--- config.mk ---
export PLATFORM = sky130hd
export DESIGN_NAME = iso14443a_anticollision_poller
export DESIGN_NICKNAME = d
export VERILOG_FILES = /design/src/i14a_pkg.sv /design/src/i14a_dp.sv /design/src/i14a_ctrl.sv /design/src/iso14443a_anticollision_poller.sv
export SDC_FILE = /design/constraint.sdc
export NUM_CORES = 1
export LEC_CHECK = 0
export BUFFER_PORTS_ARGS = -buffer_cell sky130_fd_sc_hd__buf_2
export CAP_MARGIN = 20
export CORE_ASPECT_RATIO = 1.5
export CORE_UTILIZATION = 50
export CTS_BUF_LIST = sky130_fd_sc_hd__clkbuf_8
export DETAILED_ROUTE_END_ITERATION = 8
export PLACE_DENSITY = 0.66
export SLEW_MARGIN = 5
export SYNTH_ARGS = -nofsm -noshare
export SYNTH_HDL_FRONTEND = slang
export SYNTH_HIERARCHICAL = 1
export SYNTH_SLANG_ARGS = --single-unit
--- constraint.sdc ---
create_clock -name clk -period 9.2 [get_ports clk]
set_input_delay 2.3 -clock clk [delete_from_list [all_inputs] [get_ports clk]]
set_output_delay 2.3 -clock clk [all_outputs]
set_load 0.005 [all_outputs]
--- src/i14a_pkg.sv ---
// Shared types, codes and the CRC_A byte step for the type A poller.
// No dependencies; used by every module of the block.
`timescale 1ns / 1ps
package i14a_pkg;

    localparam int MAX_CASCADE_LEVELS = 3;
    localparam int UID_DEPTH          = 10;

    // Commands and link events
    localparam logic [2:0] CMD_ACTIVATE = 3'd0;
    localparam logic [2:0] CMD_HALT     = 3'd1;
    localparam logic [2:0] CMD_PRESENCE = 3'd2;
    localparam logic [2:0] CMD_RESP     = 3'd3;
    localparam logic [2:0] CMD_TIMEOUT  = 3'd4;
    localparam logic [2:0] CMD_LINK_ERR = 3'd5;

    // Exchange phases
    localparam logic [3:0] PH_IDLE     = 4'd0;
    localparam logic [3:0] PH_HALT_ACT = 4'd1;
    localparam logic [3:0] PH_ATQA     = 4'd2;
    localparam logic [3:0] PH_SDD      = 4'd3;
    localparam logic [3:0] PH_SAK      = 4'd4;
    localparam logic [3:0] PH_HALT     = 4'd5;
    localparam logic [3:0] PH_PRESENCE = 4'd6;

    // Link states
    localparam logic [1:0] LS_IDLE      = 2'd0;
    localparam logic [1:0] LS_RESOLVING = 2'd1;
    localparam logic [1:0] LS_ACTIVE    = 2'd2;
    localparam logic [1:0] LS_FAILED    = 2'd3;

    // Result kinds
    localparam logic [2:0] K_SHORT   = 3'd0;
    localparam logic [2:0] K_ANTICOL = 3'd1;
    localparam logic [2:0] K_STD     = 3'd2;
    localparam logic [2:0] K_UID     = 3'd3;
    localparam logic [2:0] K_STATUS  = 3'd4;

    // Status codes
    localparam logic [2:0] ST_OK          = 3'd0;
    localparam logic [2:0] ST_NOT_PRESENT = 3'd1;
    localparam logic [2:0] ST_COMM        = 3'd2;
    localparam logic [2:0] ST_COLRES      = 3'd3;
    localparam logic [2:0] ST_TIMEOUT     = 3'd4;

    // Output run types
    localparam logic [2:0] RUN_REQA = 3'd0;
    localparam logic [2:0] RUN_HLTA = 3'd1;
    localparam logic [2:0] RUN_SDD  = 3'd2;
    localparam logic [2:0] RUN_SEL  = 3'd3;
    localparam logic [2:0] RUN_UID  = 3'd4;
    localparam logic [2:0] RUN_STAT = 3'd5;

    localparam logic [7:0]  REQA_BYTE = 8'h26;
    localparam logic [7:0]  HLTA_B0   = 8'h50;
    localparam logic [7:0]  HLTA_B1   = 8'h00;
    localparam logic [7:0]  SEL_BASE  = 8'h93;
    localparam logic [7:0]  NVB_SDD   = 8'h20;
    localparam logic [7:0]  NVB_SEL   = 8'h70;
    localparam logic [7:0]  CT_BYTE   = 8'h88;
    localparam logic [15:0] CRC_PRESET = 16'h6363;

    typedef struct packed {
        logic [2:0] command;
        logic [2:0] rx_len;
        logic [7:0] rx_byte0;
        logic [7:0] rx_byte1;
        logic [7:0] rx_byte2;
        logic [7:0] rx_byte3;
        logic [7:0] rx_byte4;
    } in_beat_t;

    typedef struct packed {
        logic [2:0]  kind;
        logic [7:0]  value;
        logic        last;
        logic [2:0]  status;
        logic [15:0] atqa_out;
        logic [7:0]  sak_out;
        logic [3:0]  uid_count;
    } out_beat_t;

    // Controller to datapath
    typedef struct packed {
        logic       clear_act;
        logic       store_atqa;
        logic       store_nfcid;
        logic       push_casc;
        logic       push_final;
        logic       start;
        logic [2:0] run;
        logic [2:0] stat;
    } dp_cmd_t;

    // Datapath to controller
    typedef struct packed {
        logic busy;
        logic sak_crc_ok;
        logic nfcid_is_ct;
        logic casc_blocked;
        logic final_blocked;
    } dp_sts_t;

    function automatic logic [15:0] crc_step(input logic [15:0] crc, input logic [7:0] b_in);
        logic [7:0] b;
        b = b_in ^ crc[7:0];
        b = b ^ {b[3:0], 4'b0000};
        return {8'h00, crc[15:8]} ^ {b, 8'h00} ^ {5'b00000, b, 3'b000} ^ {12'h000, b[7:4]};
    endfunction

endpackage

--- src/i14a_dp.sv ---
// Datapath: activation registers, UID store, CRC_A engine, run emitter and
// output register. Depends on i14a_pkg.
`timescale 1ns / 1ps
module i14a_dp
(
    input  logic                 clk,
    input  logic                 rst_n,
    input  i14a_pkg::in_beat_t   in_data,
    input  i14a_pkg::dp_cmd_t    cmd,
    output i14a_pkg::dp_sts_t    sts,
    output logic                 out_valid,
    input  logic                 out_ready,
    output i14a_pkg::out_beat_t  out_data
);

    logic [15:0] atqa_reg;
    logic [7:0]  sak_reg;
    logic [3:0]  fill_reg;
    logic [1:0]  casc_reg;
    logic [7:0]  bcc_reg;
    logic [7:0]  nfcid [4];
    logic [7:0]  uid_store [i14a_pkg::UID_DEPTH];

    logic        busy_reg;
    logic [2:0]  run_reg;
    logic [2:0]  stat_reg;
    logic [3:0]  idx_reg;
    logic [15:0] crc_reg;
    logic        out_valid_reg;
    i14a_pkg::out_beat_t out_reg;

    logic [7:0]  sel_code;
    logic [7:0]  data_byte;
    logic [3:0]  n_data;
    logic [3:0]  nf_off;
    logic [3:0]  crc_hi_idx;
    logic        is_data;
    logic        load;
    i14a_pkg::out_beat_t beat;

    assign sel_code   = i14a_pkg::SEL_BASE + {5'b00000, casc_reg, 1'b0};
    assign nf_off     = idx_reg - 4'd2;
    assign is_data    = idx_reg < n_data;
    assign crc_hi_idx = n_data + 4'd1;
    assign load       = busy_reg && (!out_valid_reg || out_ready);

    always_comb
    begin
        n_data    = 4'd0;
        data_byte = 8'h00;
        beat.kind      = i14a_pkg::K_STD;
        beat.value     = 8'h00;
        beat.last      = 1'b0;
        beat.status    = i14a_pkg::ST_OK;
        beat.atqa_out  = atqa_reg;
        beat.sak_out   = sak_reg;
        beat.uid_count = fill_reg;
        unique case (run_reg)
            i14a_pkg::RUN_REQA:
            begin
                beat.kind  = i14a_pkg::K_SHORT;
                beat.value = i14a_pkg::REQA_BYTE;
                beat.last  = 1'b1;
            end
            i14a_pkg::RUN_HLTA, i14a_pkg::RUN_SEL:
            begin
                if (run_reg == i14a_pkg::RUN_HLTA)
                begin
                    n_data    = 4'd2;
                    data_byte = (idx_reg == 4'd0) ? i14a_pkg::HLTA_B0 : i14a_pkg::HLTA_B1;
                end
                else
                begin
                    n_data = 4'd7;
                    if (idx_reg == 4'd0)
                        data_byte = sel_code;
                    else if (idx_reg == 4'd1)
                        data_byte = i14a_pkg::NVB_SEL;
                    else if (idx_reg == 4'd6)
                        data_byte = bcc_reg;
                    else
                        data_byte = nfcid[nf_off[1:0]];
                end
                if (idx_reg < n_data)
                    beat.value = data_byte;
                else if (idx_reg == n_data)
                    beat.value = crc_reg[7:0];
                else
                    beat.value = crc_reg[15:8];
                beat.last = (idx_reg == crc_hi_idx);
            end
            i14a_pkg::RUN_SDD:
            begin
                beat.kind  = i14a_pkg::K_ANTICOL;
                beat.value = (idx_reg == 4'd0) ? sel_code : i14a_pkg::NVB_SDD;
                beat.last  = (idx_reg == 4'd1);
            end
            i14a_pkg::RUN_UID:
            begin
                if (idx_reg < fill_reg)
                begin
                    beat.kind  = i14a_pkg::K_UID;
                    beat.value = uid_store[idx_reg];
                end
                else
                begin
                    beat.kind = i14a_pkg::K_STATUS;
                    beat.last = 1'b1;
                end
            end
            default:
            begin
                beat.kind   = i14a_pkg::K_STATUS;
                beat.status = stat_reg;
                beat.last   = 1'b1;
            end
        endcase
    end

    // Emitter control
    always_ff @(posedge clk or negedge rst_n)
    begin
        if (!rst_n)
        begin
            busy_reg      <= 1'b0;
            out_valid_reg <= 1'b0;
        end
        else
        begin
            if (cmd.start)
                busy_reg <= 1'b1;
            else if (load && beat.last)
                busy_reg <= 1'b0;
            if (load)
                out_valid_reg <= 1'b1;
            else if (out_ready)
                out_valid_reg <= 1'b0;
        end
    end

    // Emitter payload: advance index, fold data bytes into the CRC
    always_ff @(posedge clk)
    begin
        if (cmd.start)
        begin
            run_reg  <= cmd.run;
            stat_reg <= cmd.stat;
            idx_reg  <= 4'd0;
            crc_reg  <= i14a_pkg::CRC_PRESET;
        end
        else if (load)
        begin
            idx_reg <= idx_reg + 4'd1;
            if (is_data)
                crc_reg <= i14a_pkg::crc_step(crc_reg, data_byte);
        end
        if (load)
            out_reg <= beat;
    end

    // Activation state
    always_ff @(posedge clk or negedge rst_n)
    begin
        if (!rst_n)
        begin
            atqa_reg <= 16'h0000;
            sak_reg  <= 8'h00;
            fill_reg <= 4'd0;
            casc_reg <= 2'd0;
            bcc_reg  <= 8'h00;
        end
        else
        begin
            if (cmd.clear_act)
            begin
                atqa_reg <= 16'h0000;
                sak_reg  <= 8'h00;
                fill_reg <= 4'd0;
                casc_reg <= 2'd0;
                bcc_reg  <= 8'h00;
            end
            if (cmd.store_atqa)
            begin
                atqa_reg <= {in_data.rx_byte1, in_data.rx_byte0};
                casc_reg <= 2'd0;
            end
            if (cmd.store_nfcid)
                bcc_reg <= in_data.rx_byte4;
            if (cmd.push_casc)
            begin
                fill_reg <= fill_reg + 4'd3;
                casc_reg <= casc_reg + 2'd1;
            end
            if (cmd.push_final)
            begin
                fill_reg <= fill_reg + 4'd4;
                sak_reg  <= in_data.rx_byte0;
            end
        end
    end

    // NFCID and UID stores, written only when filled
    always_ff @(posedge clk)
    begin
        if (cmd.store_nfcid)
        begin
            nfcid[0] <= in_data.rx_byte0;
            nfcid[1] <= in_data.rx_byte1;
            nfcid[2] <= in_data.rx_byte2;
            nfcid[3] <= in_data.rx_byte3;
        end
        if (cmd.push_casc)
        begin
            uid_store[fill_reg]         <= nfcid[1];
            uid_store[fill_reg + 4'd1]  <= nfcid[2];
            uid_store[fill_reg + 4'd2]  <= nfcid[3];
        end
        if (cmd.push_final)
        begin
            uid_store[fill_reg]         <= nfcid[0];
            uid_store[fill_reg + 4'd1]  <= nfcid[1];
            uid_store[fill_reg + 4'd2]  <= nfcid[2];
            uid_store[fill_reg + 4'd3]  <= nfcid[3];
        end
    end

    assign sts.busy          = busy_reg;
    assign sts.sak_crc_ok    = i14a_pkg::crc_step(i14a_pkg::CRC_PRESET, in_data.rx_byte0)
                               == {in_data.rx_byte2, in_data.rx_byte1};
    assign sts.nfcid_is_ct   = (nfcid[0] == i14a_pkg::CT_BYTE);
    assign sts.casc_blocked  = ({1'b0, casc_reg} + 3'd1 >= 3'(i14a_pkg::MAX_CASCADE_LEVELS))
                               || ({1'b0, fill_reg} + 5'd3 > 5'(i14a_pkg::UID_DEPTH));
    assign sts.final_blocked = ({1'b0, fill_reg} + 5'd4 > 5'(i14a_pkg::UID_DEPTH));

    assign out_valid = out_valid_reg;
    assign out_data  = out_reg;

endmodule

--- src/i14a_ctrl.sv ---
// Controller: exchange phase and link state machine; decides each event.
// Depends on i14a_pkg.
`timescale 1ns / 1ps
module i14a_ctrl
(
    input  logic                clk,
    input  logic                rst_n,
    input  logic                accept,
    input  i14a_pkg::in_beat_t  in_data,
    input  i14a_pkg::dp_sts_t   sts,
    output i14a_pkg::dp_cmd_t   cmd
);

    logic [3:0] phase_reg, phase_next;
    logic [1:0] link_reg, link_next;

    always_comb
    begin
        phase_next = phase_reg;
        link_next  = link_reg;
        cmd        = '0;
        if (accept)
        begin
            priority if (in_data.command == i14a_pkg::CMD_ACTIVATE)
            begin
                cmd.clear_act = 1'b1;
                cmd.start     = 1'b1;
                if (link_reg != i14a_pkg::LS_IDLE)
                begin
                    phase_next = i14a_pkg::PH_HALT_ACT;
                    cmd.run    = i14a_pkg::RUN_HLTA;
                end
                else
                begin
                    phase_next = i14a_pkg::PH_ATQA;
                    cmd.run    = i14a_pkg::RUN_REQA;
                end
            end
            else if (in_data.command == i14a_pkg::CMD_HALT)
            begin
                phase_next = i14a_pkg::PH_HALT;
                cmd.start  = 1'b1;
                cmd.run    = i14a_pkg::RUN_HLTA;
            end
            else if (in_data.command == i14a_pkg::CMD_PRESENCE)
            begin
                phase_next = i14a_pkg::PH_PRESENCE;
                cmd.start  = 1'b1;
                cmd.run    = i14a_pkg::RUN_REQA;
            end
            else if (in_data.command > i14a_pkg::CMD_LINK_ERR || phase_reg == i14a_pkg::PH_IDLE)
            begin
                // drop: unknown code or nothing pending
            end
            else
            begin
                unique case (phase_reg)
                    i14a_pkg::PH_HALT_ACT:
                    begin
                        link_next  = i14a_pkg::LS_IDLE;
                        phase_next = i14a_pkg::PH_ATQA;
                        cmd.start  = 1'b1;
                        cmd.run    = i14a_pkg::RUN_REQA;
                    end
                    i14a_pkg::PH_HALT:
                    begin
                        link_next  = i14a_pkg::LS_IDLE;
                        phase_next = i14a_pkg::PH_IDLE;
                        cmd.start  = 1'b1;
                        cmd.run    = i14a_pkg::RUN_STAT;
                        cmd.stat   = i14a_pkg::ST_OK;
                    end
                    i14a_pkg::PH_PRESENCE:
                    begin
                        phase_next = i14a_pkg::PH_IDLE;
                        cmd.start  = 1'b1;
                        cmd.run    = i14a_pkg::RUN_STAT;
                        if (in_data.command == i14a_pkg::CMD_TIMEOUT)
                            cmd.stat = i14a_pkg::ST_TIMEOUT;
                        else if (in_data.command == i14a_pkg::CMD_LINK_ERR)
                            cmd.stat = i14a_pkg::ST_NOT_PRESENT;
                        else if (in_data.rx_len != 3'd2)
                            cmd.stat = i14a_pkg::ST_COMM;
                        else
                            cmd.stat = i14a_pkg::ST_OK;
                    end
                    i14a_pkg::PH_ATQA:
                    begin
                        cmd.start = 1'b1;
                        if (in_data.command != i14a_pkg::CMD_RESP)
                        begin
                            phase_next = i14a_pkg::PH_IDLE;
                            cmd.run    = i14a_pkg::RUN_STAT;
                            cmd.stat   = i14a_pkg::ST_NOT_PRESENT;
                        end
                        else if (in_data.rx_len != 3'd2)
                        begin
                            phase_next = i14a_pkg::PH_IDLE;
                            cmd.run    = i14a_pkg::RUN_STAT;
                            cmd.stat   = i14a_pkg::ST_COMM;
                        end
                        else
                        begin
                            cmd.store_atqa = 1'b1;
                            link_next      = i14a_pkg::LS_RESOLVING;
                            phase_next     = i14a_pkg::PH_SDD;
                            cmd.run        = i14a_pkg::RUN_SDD;
                        end
                    end
                    i14a_pkg::PH_SDD:
                    begin
                        cmd.start = 1'b1;
                        if (in_data.command != i14a_pkg::CMD_RESP || in_data.rx_len != 3'd5)
                        begin
                            link_next  = i14a_pkg::LS_FAILED;
                            phase_next = i14a_pkg::PH_IDLE;
                            cmd.run    = i14a_pkg::RUN_STAT;
                            cmd.stat   = i14a_pkg::ST_COLRES;
                        end
                        else
                        begin
                            cmd.store_nfcid = 1'b1;
                            phase_next      = i14a_pkg::PH_SAK;
                            cmd.run         = i14a_pkg::RUN_SEL;
                        end
                    end
                    i14a_pkg::PH_SAK:
                    begin
                        cmd.start = 1'b1;
                        if (in_data.command != i14a_pkg::CMD_RESP || in_data.rx_len != 3'd3
                            || !sts.sak_crc_ok
                            || (sts.nfcid_is_ct && sts.casc_blocked)
                            || (!sts.nfcid_is_ct && sts.final_blocked))
                        begin
                            link_next  = i14a_pkg::LS_FAILED;
                            phase_next = i14a_pkg::PH_IDLE;
                            cmd.run    = i14a_pkg::RUN_STAT;
                            cmd.stat   = i14a_pkg::ST_COLRES;
                        end
                        else if (sts.nfcid_is_ct)
                        begin
                            cmd.push_casc = 1'b1;
                            phase_next    = i14a_pkg::PH_SDD;
                            cmd.run       = i14a_pkg::RUN_SDD;
                        end
                        else
                        begin
                            cmd.push_final = 1'b1;
                            link_next      = i14a_pkg::LS_ACTIVE;
                            phase_next     = i14a_pkg::PH_IDLE;
                            cmd.run        = i14a_pkg::RUN_UID;
                        end
                    end
                    default:
                    begin
                        phase_next = i14a_pkg::PH_IDLE;
                    end
                endcase
            end
        end
    end

    always_ff @(posedge clk or negedge rst_n)
    begin
        if (!rst_n)
        begin
            phase_reg <= i14a_pkg::PH_IDLE;
            link_reg  <= i14a_pkg::LS_IDLE;
        end
        else
        begin
            phase_reg <= phase_next;
            link_reg  <= link_next;
        end
    end

endmodule

--- src/iso14443a_anticollision_poller.sv ---
// Top level of the ISO 14443-3A reader activation sequencer.
// Depends on i14a_pkg, i14a_ctrl and i14a_dp.
`timescale 1ns / 1ps
// Usage:
//   in channel  (in_valid/in_ready/in_data): one beat per command or link
//     event (activate, halt, presence check, response, timeout, link error).
//   out channel (out_valid/out_ready/out_data): the frames to transmit as
//     byte beats (CRC_A appended here), UID bytes and status beats; the
//     final beat of each run has last set. A run holds 1 to 11 beats.
//   An event is decided in the cycle it is accepted; the emitter registers
//     its run, the output register then takes the first beat, and after it
//     one beat per cycle while out_ready stays high. Beats come from the
//     serial run emitter.
//   in_ready is high whenever no run is being emitted; the last beat of a
//     run may still wait in the output register while the next event is
//     taken.
//   When the receiver stalls, the output register holds its beat and the
//     emitter waits; in_ready stays low until the run is fully loaded.
//   Reset clears the phase to idle, link state to idle, cascade level, UID
//   count, ATQA and SAK; NFCID and UID stores are filled before use.
module iso14443a_anticollision_poller
(
    input  logic                 clk,
    input  logic                 rst_n,
    input  logic                 in_valid,
    output logic                 in_ready,
    input  i14a_pkg::in_beat_t   in_data,
    output logic                 out_valid,
    input  logic                 out_ready,
    output i14a_pkg::out_beat_t  out_data
);

    i14a_pkg::dp_cmd_t cmd;
    i14a_pkg::dp_sts_t sts;
    logic              accept;

    // Take a new event only when the emitter is free
    assign in_ready = !sts.busy;
    assign accept   = in_valid && in_ready;

    i14a_ctrl u_ctrl
    (
        .clk     (clk),
        .rst_n   (rst_n),
        .accept  (accept),
        .in_data (in_data),
        .sts     (sts),
        .cmd     (cmd)
    );

    i14a_dp u_dp
    (
        .clk       (clk),
        .rst_n     (rst_n),
        .in_data   (in_data),
        .cmd       (cmd),
        .sts       (sts),
        .out_valid (out_valid),
        .out_ready (out_ready),
        .out_data  (out_data)
    );

    // A status beat always closes its run
    a_status_last: assert property (@(posedge clk) disable iff (!rst_n)
        out_valid && out_data.kind == i14a_pkg::K_STATUS |-> out_data.last)
        else $error("status beat without last");

    // A UID byte never closes its run; the ok status beat follows it
    a_uid_not_last: assert property (@(posedge clk) disable iff (!rst_n)
        out_valid && out_data.kind == i14a_pkg::K_UID |-> !out_data.last)
        else $error("UID beat marked last");

    // Non-status beats carry no status code
    a_status_zero: assert property (@(posedge clk) disable iff (!rst_n)
        out_valid && out_data.kind != i14a_pkg::K_STATUS |-> out_data.status == i14a_pkg::ST_OK)
        else $error("status code on data beat");

    // UID count never exceeds the store depth
    a_uid_bound: assert property (@(posedge clk) disable iff (!rst_n)
        out_valid |-> out_data.uid_count <= 4'(i14a_pkg::UID_DEPTH))
        else $error("UID count out of range");

endmodule
==> flow_metrics.env <==
export IMPL_powerDensity_mw_per_mm2=223
export IMPL_timing_hold_violations_final=0
export IMPL_arrival_ns=7.05
export IMPL_std_cell_rows=73
export IMPL_synthDominantCellAreaShare_pct=35.3
export IMPL_report_final_slew_viol_count=0
export IMPL_layout_area_overhead_vs_synth_pct=12.6
export IMPL_critical_path_peak_fanout=22
export IMPL_synth_top_flop_cell="sky130_fd_sc_hd__edfxtp_1"
export IMPL_htree_num_levels=2
export IMPL_power_leakage_nw=5.87
export IMPL_multi_input_area_mm2=0.00689
export IMPL_wl_per_cell_um=23.9
export IMPL_crit_chain="buf_2, xor2_1, and3_1, o221ai_1, nor4_1, nand3b_1, or4_4, nor3_4, or2_2, nand2_1, nor2_1, nand2_1, a21oi_1, a21oi_1, mux2_2"
export IMPL_timing_setup_tns_ns=0
export IMPL_flip_flop_and_latch_count_after_synthesis=230
export IMPL_wl_um=41300
export IMPL_tritoncts_num_buffers=35
export IMPL_final_nets=1442
export IMPL_fmax_ghz=0.149
export IMPL_outcome="finished, final reports clean"
export IMPL_wire_length_of_the_first_global_routing_pass_um=62700
export IMPL_dieWidth_um=137
export IMPL_post_cts_hold_fix_bufs=0
export IMPL_maximum_number_of_pins_on_one_net_before_global_route_repair=49
export IMPL_clock_sinks=230
export IMPL_worstPathRequired_ns=9.52
export IMPL_clockRootBuffer="sky130_fd_sc_hd__clkbuf_8"
export IMPL_synth_seq_area_share_pct=47.0
export IMPL_netlist_area_mm2=0.0137
export IMPL_synth_top_cell_by_area="sky130_fd_sc_hd__edfxtp_1"
export IMPL_cts_resized_gates=0
export IMPL_insertion_delay_ns=0.58
export IMPL_cap_violations=0
export IMPL_synth_async_sr_flop_share_pct=19.6
export IMPL_routed_via_density=6.33
export IMPL_synth_edf_count=161
export IMPL_syn_num_nets=1345
export IMPL_crit_path_end_kind="flop"
export IMPL_report_power_total_mw=3.44
export IMPL_largestRegisters="u_dp/uid_store x80, u_dp/out_data x43, u_dp/nfcid x32"
export IMPL_worst_setup_hold_path_clk_slew_ns=0.06
export IMPL_peak_supply_drop_uv=215
export IMPL_die_y_um=205
export IMPL_cts_buffer_depth=3
export IMPL_share_comb_of_total_power_pct=32.3
export IMPL_detailedRoute_firstPassIterationCount=5
export IMPL_drt_drc_violations_left=0
export IMPL_first_global_vias=10800
export IMPL_floorplan_initialDensity_pct=51.2
export IMPL_fillCellCount=2279
export IMPL_max_flop_register="u_dp/uid_store"
export IMPL_worstPathBufferInverterCount=1
export IMPL_vias=10900
export IMPL_global_placer_s_final_weighted_congestion=0.993
export IMPL_synth_area_per_cell_um2=10.8
export IMPL_post_route_min_period_ns=6.73
export IMPL_cts_tree="done"
export IMPL_seqPwrFrac_pct=40.2
export IMPL_crit_slowest_cell="sky130_fd_sc_hd__nor2_1"
export IMPL_grt_usage_pct=30.3
export IMPL_antenna_left=0
export IMPL_synth_top_cells_by_count="sky130_fd_sc_hd__edfxtp_1 (161), sky130_fd_sc_hd__a21oi_1 (140), sky130_fd_sc_hd__nor2_1 (120)"
export IMPL_netlist_instances=1268
export IMPL_max_slew_margin_pct=19.0
export IMPL_dpl_instance_area_mm2=0.0145
export IMPL_setup_worst_path_start_class="primary input"
export IMPL_dp_cells=1652
export IMPL_grt_remaining_overflow=0
export IMPL_worst_setup_path_startpoint="in_data[35]"
export IMPL_timing_clock_skew_ns=0.0266
export IMPL_synthTopCellsByArea="sky130_fd_sc_hd__edfxtp_1 (35%), sky130_fd_sc_hd__dfrtp_1 (8.2%), sky130_fd_sc_hd__mux2_2 (7.2%), sky130_fd_sc_hd__mux2i_1 (6.6%), sky130_fd_sc_hd__a21oi_1 (5.1%)"
export IMPL_timing_worst_slew_pin_value_ns=1.18
export IMPL_power_report_internal_total_mw=2.24
export IMPL_layout_drive_gt1_share_pct=22.3
export IMPL_setup_violations=0
export IMPL_ys_warnings_count=6
export IMPL_floorplan_core_area_mm2=0.0268
export IMPL_port_buffers=94
export IMPL_timing_setup_critical_path_class="in -> reg"
export IMPL_layout_area_seq_mm2=0.00644
export IMPL_clockPowerShare_pct=27.5
export IMPL_violation_count_after_the_first_detailed_routing_iteration=1147
export IMPL_synth_distinct_cells=81
export IMPL_timing_critical_path_slowest_cell_delay_ns=0.76
export IMPL_antenna_found_initial=0
export IMPL_path_delay_family="simple AND/OR/NAND/NOR gates"
export IMPL_i_o_pins=95
export IMPL_power_net_switching_mw=1.20
export IMPL_fin_crit_sh_pct=73.2
export IMPL_post_cts_buffers=0
export IMPL_largest_reg_flops=80
export IMPL_sw_frac_of_total_pct=34.9
export IMPL_hold_path_class="reg -> reg"
export IMPL_finish_cell_count_without_fillers=1729
export IMPL_post_route_standard_cell_area_excluding_fillers_mm2=0.0154
export IMPL_reg2reg_from="u_ctrl/phase_reg[2]$_DFFE_PN0P_"
export IMPL_design_die_area_mm2=0.0281
export IMPL_unrepaired_setup_endpoints_after_global_routing="no"
export IMPL_utilization_pct=57.7
export IMPL_hpwl_um=28900
export IMPL_min_delay_start="u_dp/atqa_reg[6]$_DFFE_PN0P_"
export IMPL_synth_most_common_cell="sky130_fd_sc_hd__edfxtp_1"
export IMPL_antennaDiodeCount=0
-- worst paths after layout --
path | end | slack, ns | cells past startpoint
max | u_dp/uid_store[3][5]$_DFFE_PP_ | 2.47 | 15
min | u_dp/out_data[18]$_DFFE_PP_ | 0.45 | 0
max reg2reg | u_dp/uid_store[3][5]$_DFFE_PP_ | 4.04 | 11
min reg2reg | u_dp/out_data[18]$_DFFE_PP_ | 0.45 | 0
max in group asynchronous | u_ctrl/phase_reg[0]$_DFFE_PN0P_ | 7.04 | 2
min in group asynchronous | u_dp/atqa_reg[6]$_DFFE_PN0P_ | 1.64 | 1
-- worst reg2reg max path, stage by stage (launching register included) --
cell and delay [ns]:
sky130_fd_sc_hd__dfrtp_1 0.71, sky130_fd_sc_hd__nor3_1 0.16, sky130_fd_sc_hd__or3_1 0.56, sky130_fd_sc_hd__or4_4 0.61, sky130_fd_sc_hd__nor3_4 0.68, sky130_fd_sc_hd__or2_2 0.34
sky130_fd_sc_hd__nand2_1 0.44, sky130_fd_sc_hd__nor2_1 0.76, sky130_fd_sc_hd__nand2_1 0.13, sky130_fd_sc_hd__a21oi_1 0.19, sky130_fd_sc_hd__a21oi_1 0.06, sky130_fd_sc_hd__mux2_2 0.28
-- cell families after synthesis --
kind of cell / after synthesis / share of synthesized area, %
buffers and inverters: 100 / 2.91
DFF: 230 / 47.0
and+or+nand+nor: 339 / 12.0
xor gates and xnor gates: 42 / 3.05
AOI/OAI and AO/OA: 325 / 14.6
muxes: 205 / 18.1
adders and majority gates: 27 / 2.46
-- final cells by class --
type / instances / area share (%)
timing repair buffer: 136 / 5.38
clock inverter: 27 / 1.68
tap: 337 / 2.73
sequential: 230 / 41.7
inverter: 24 / 0.583
multi-input combinational: 938 / 44.6
clock buffer: 37 / 3.30
-- layer usage --
layer  track usage (%)  routed length (um)  up-vias
met5                 0                   0        -
met4              17.8                2390        0
met3              4.03                2390      135
met2              51.1               20800      516
met1              36.6               15800     5346
li1                  -                   -     4948
-- power groups by stage --
stage	sequential, mW	clock, mW	combinational (mW)
global placement	1.40	0	1.08
global route	1.40	0.993	1.20
floorplan	1.35	0	0.784
finish	1.38	0.944	1.11
CTS	1.38	0.958	1.09
detailed placement	1.40	0	1.09
-- placed cells by master, fill, tap and decap left out, drive strengths merged, types with 9 or more instances in the layout --
cell,netlist,final
mux2,90,90
a22o,25,25
nor2,120,120
dfxtp,24,24
mux2i,91,91
nand3,15,15
edfxtp,161,161
or3,9,9
nor3,15,15
a2111o,9,9
a211oi,12,12
nand3b,9,9
o21ai,82,82
nand2b,24,24
clkbuf,57,37
dfrtp,45,45
xnor2,22,22
inv,24,38
xor2,17,17
nor2b,10,10
a21oi,140,140
ha,27,27
mux4,24,24
buf,19,136
nand2,93,93
-- per-stage QoR --
stage                     setup WS, ns  hold slack [ns]
after floorplan                   3.13            0.426
after global placement            1.75            0.431
after detailed placement          1.68            0.433
after CTS                         2.26            0.452
after global routing              2.14            0.462
final                             2.47            0.451
(Power assumes the default switching activity.)
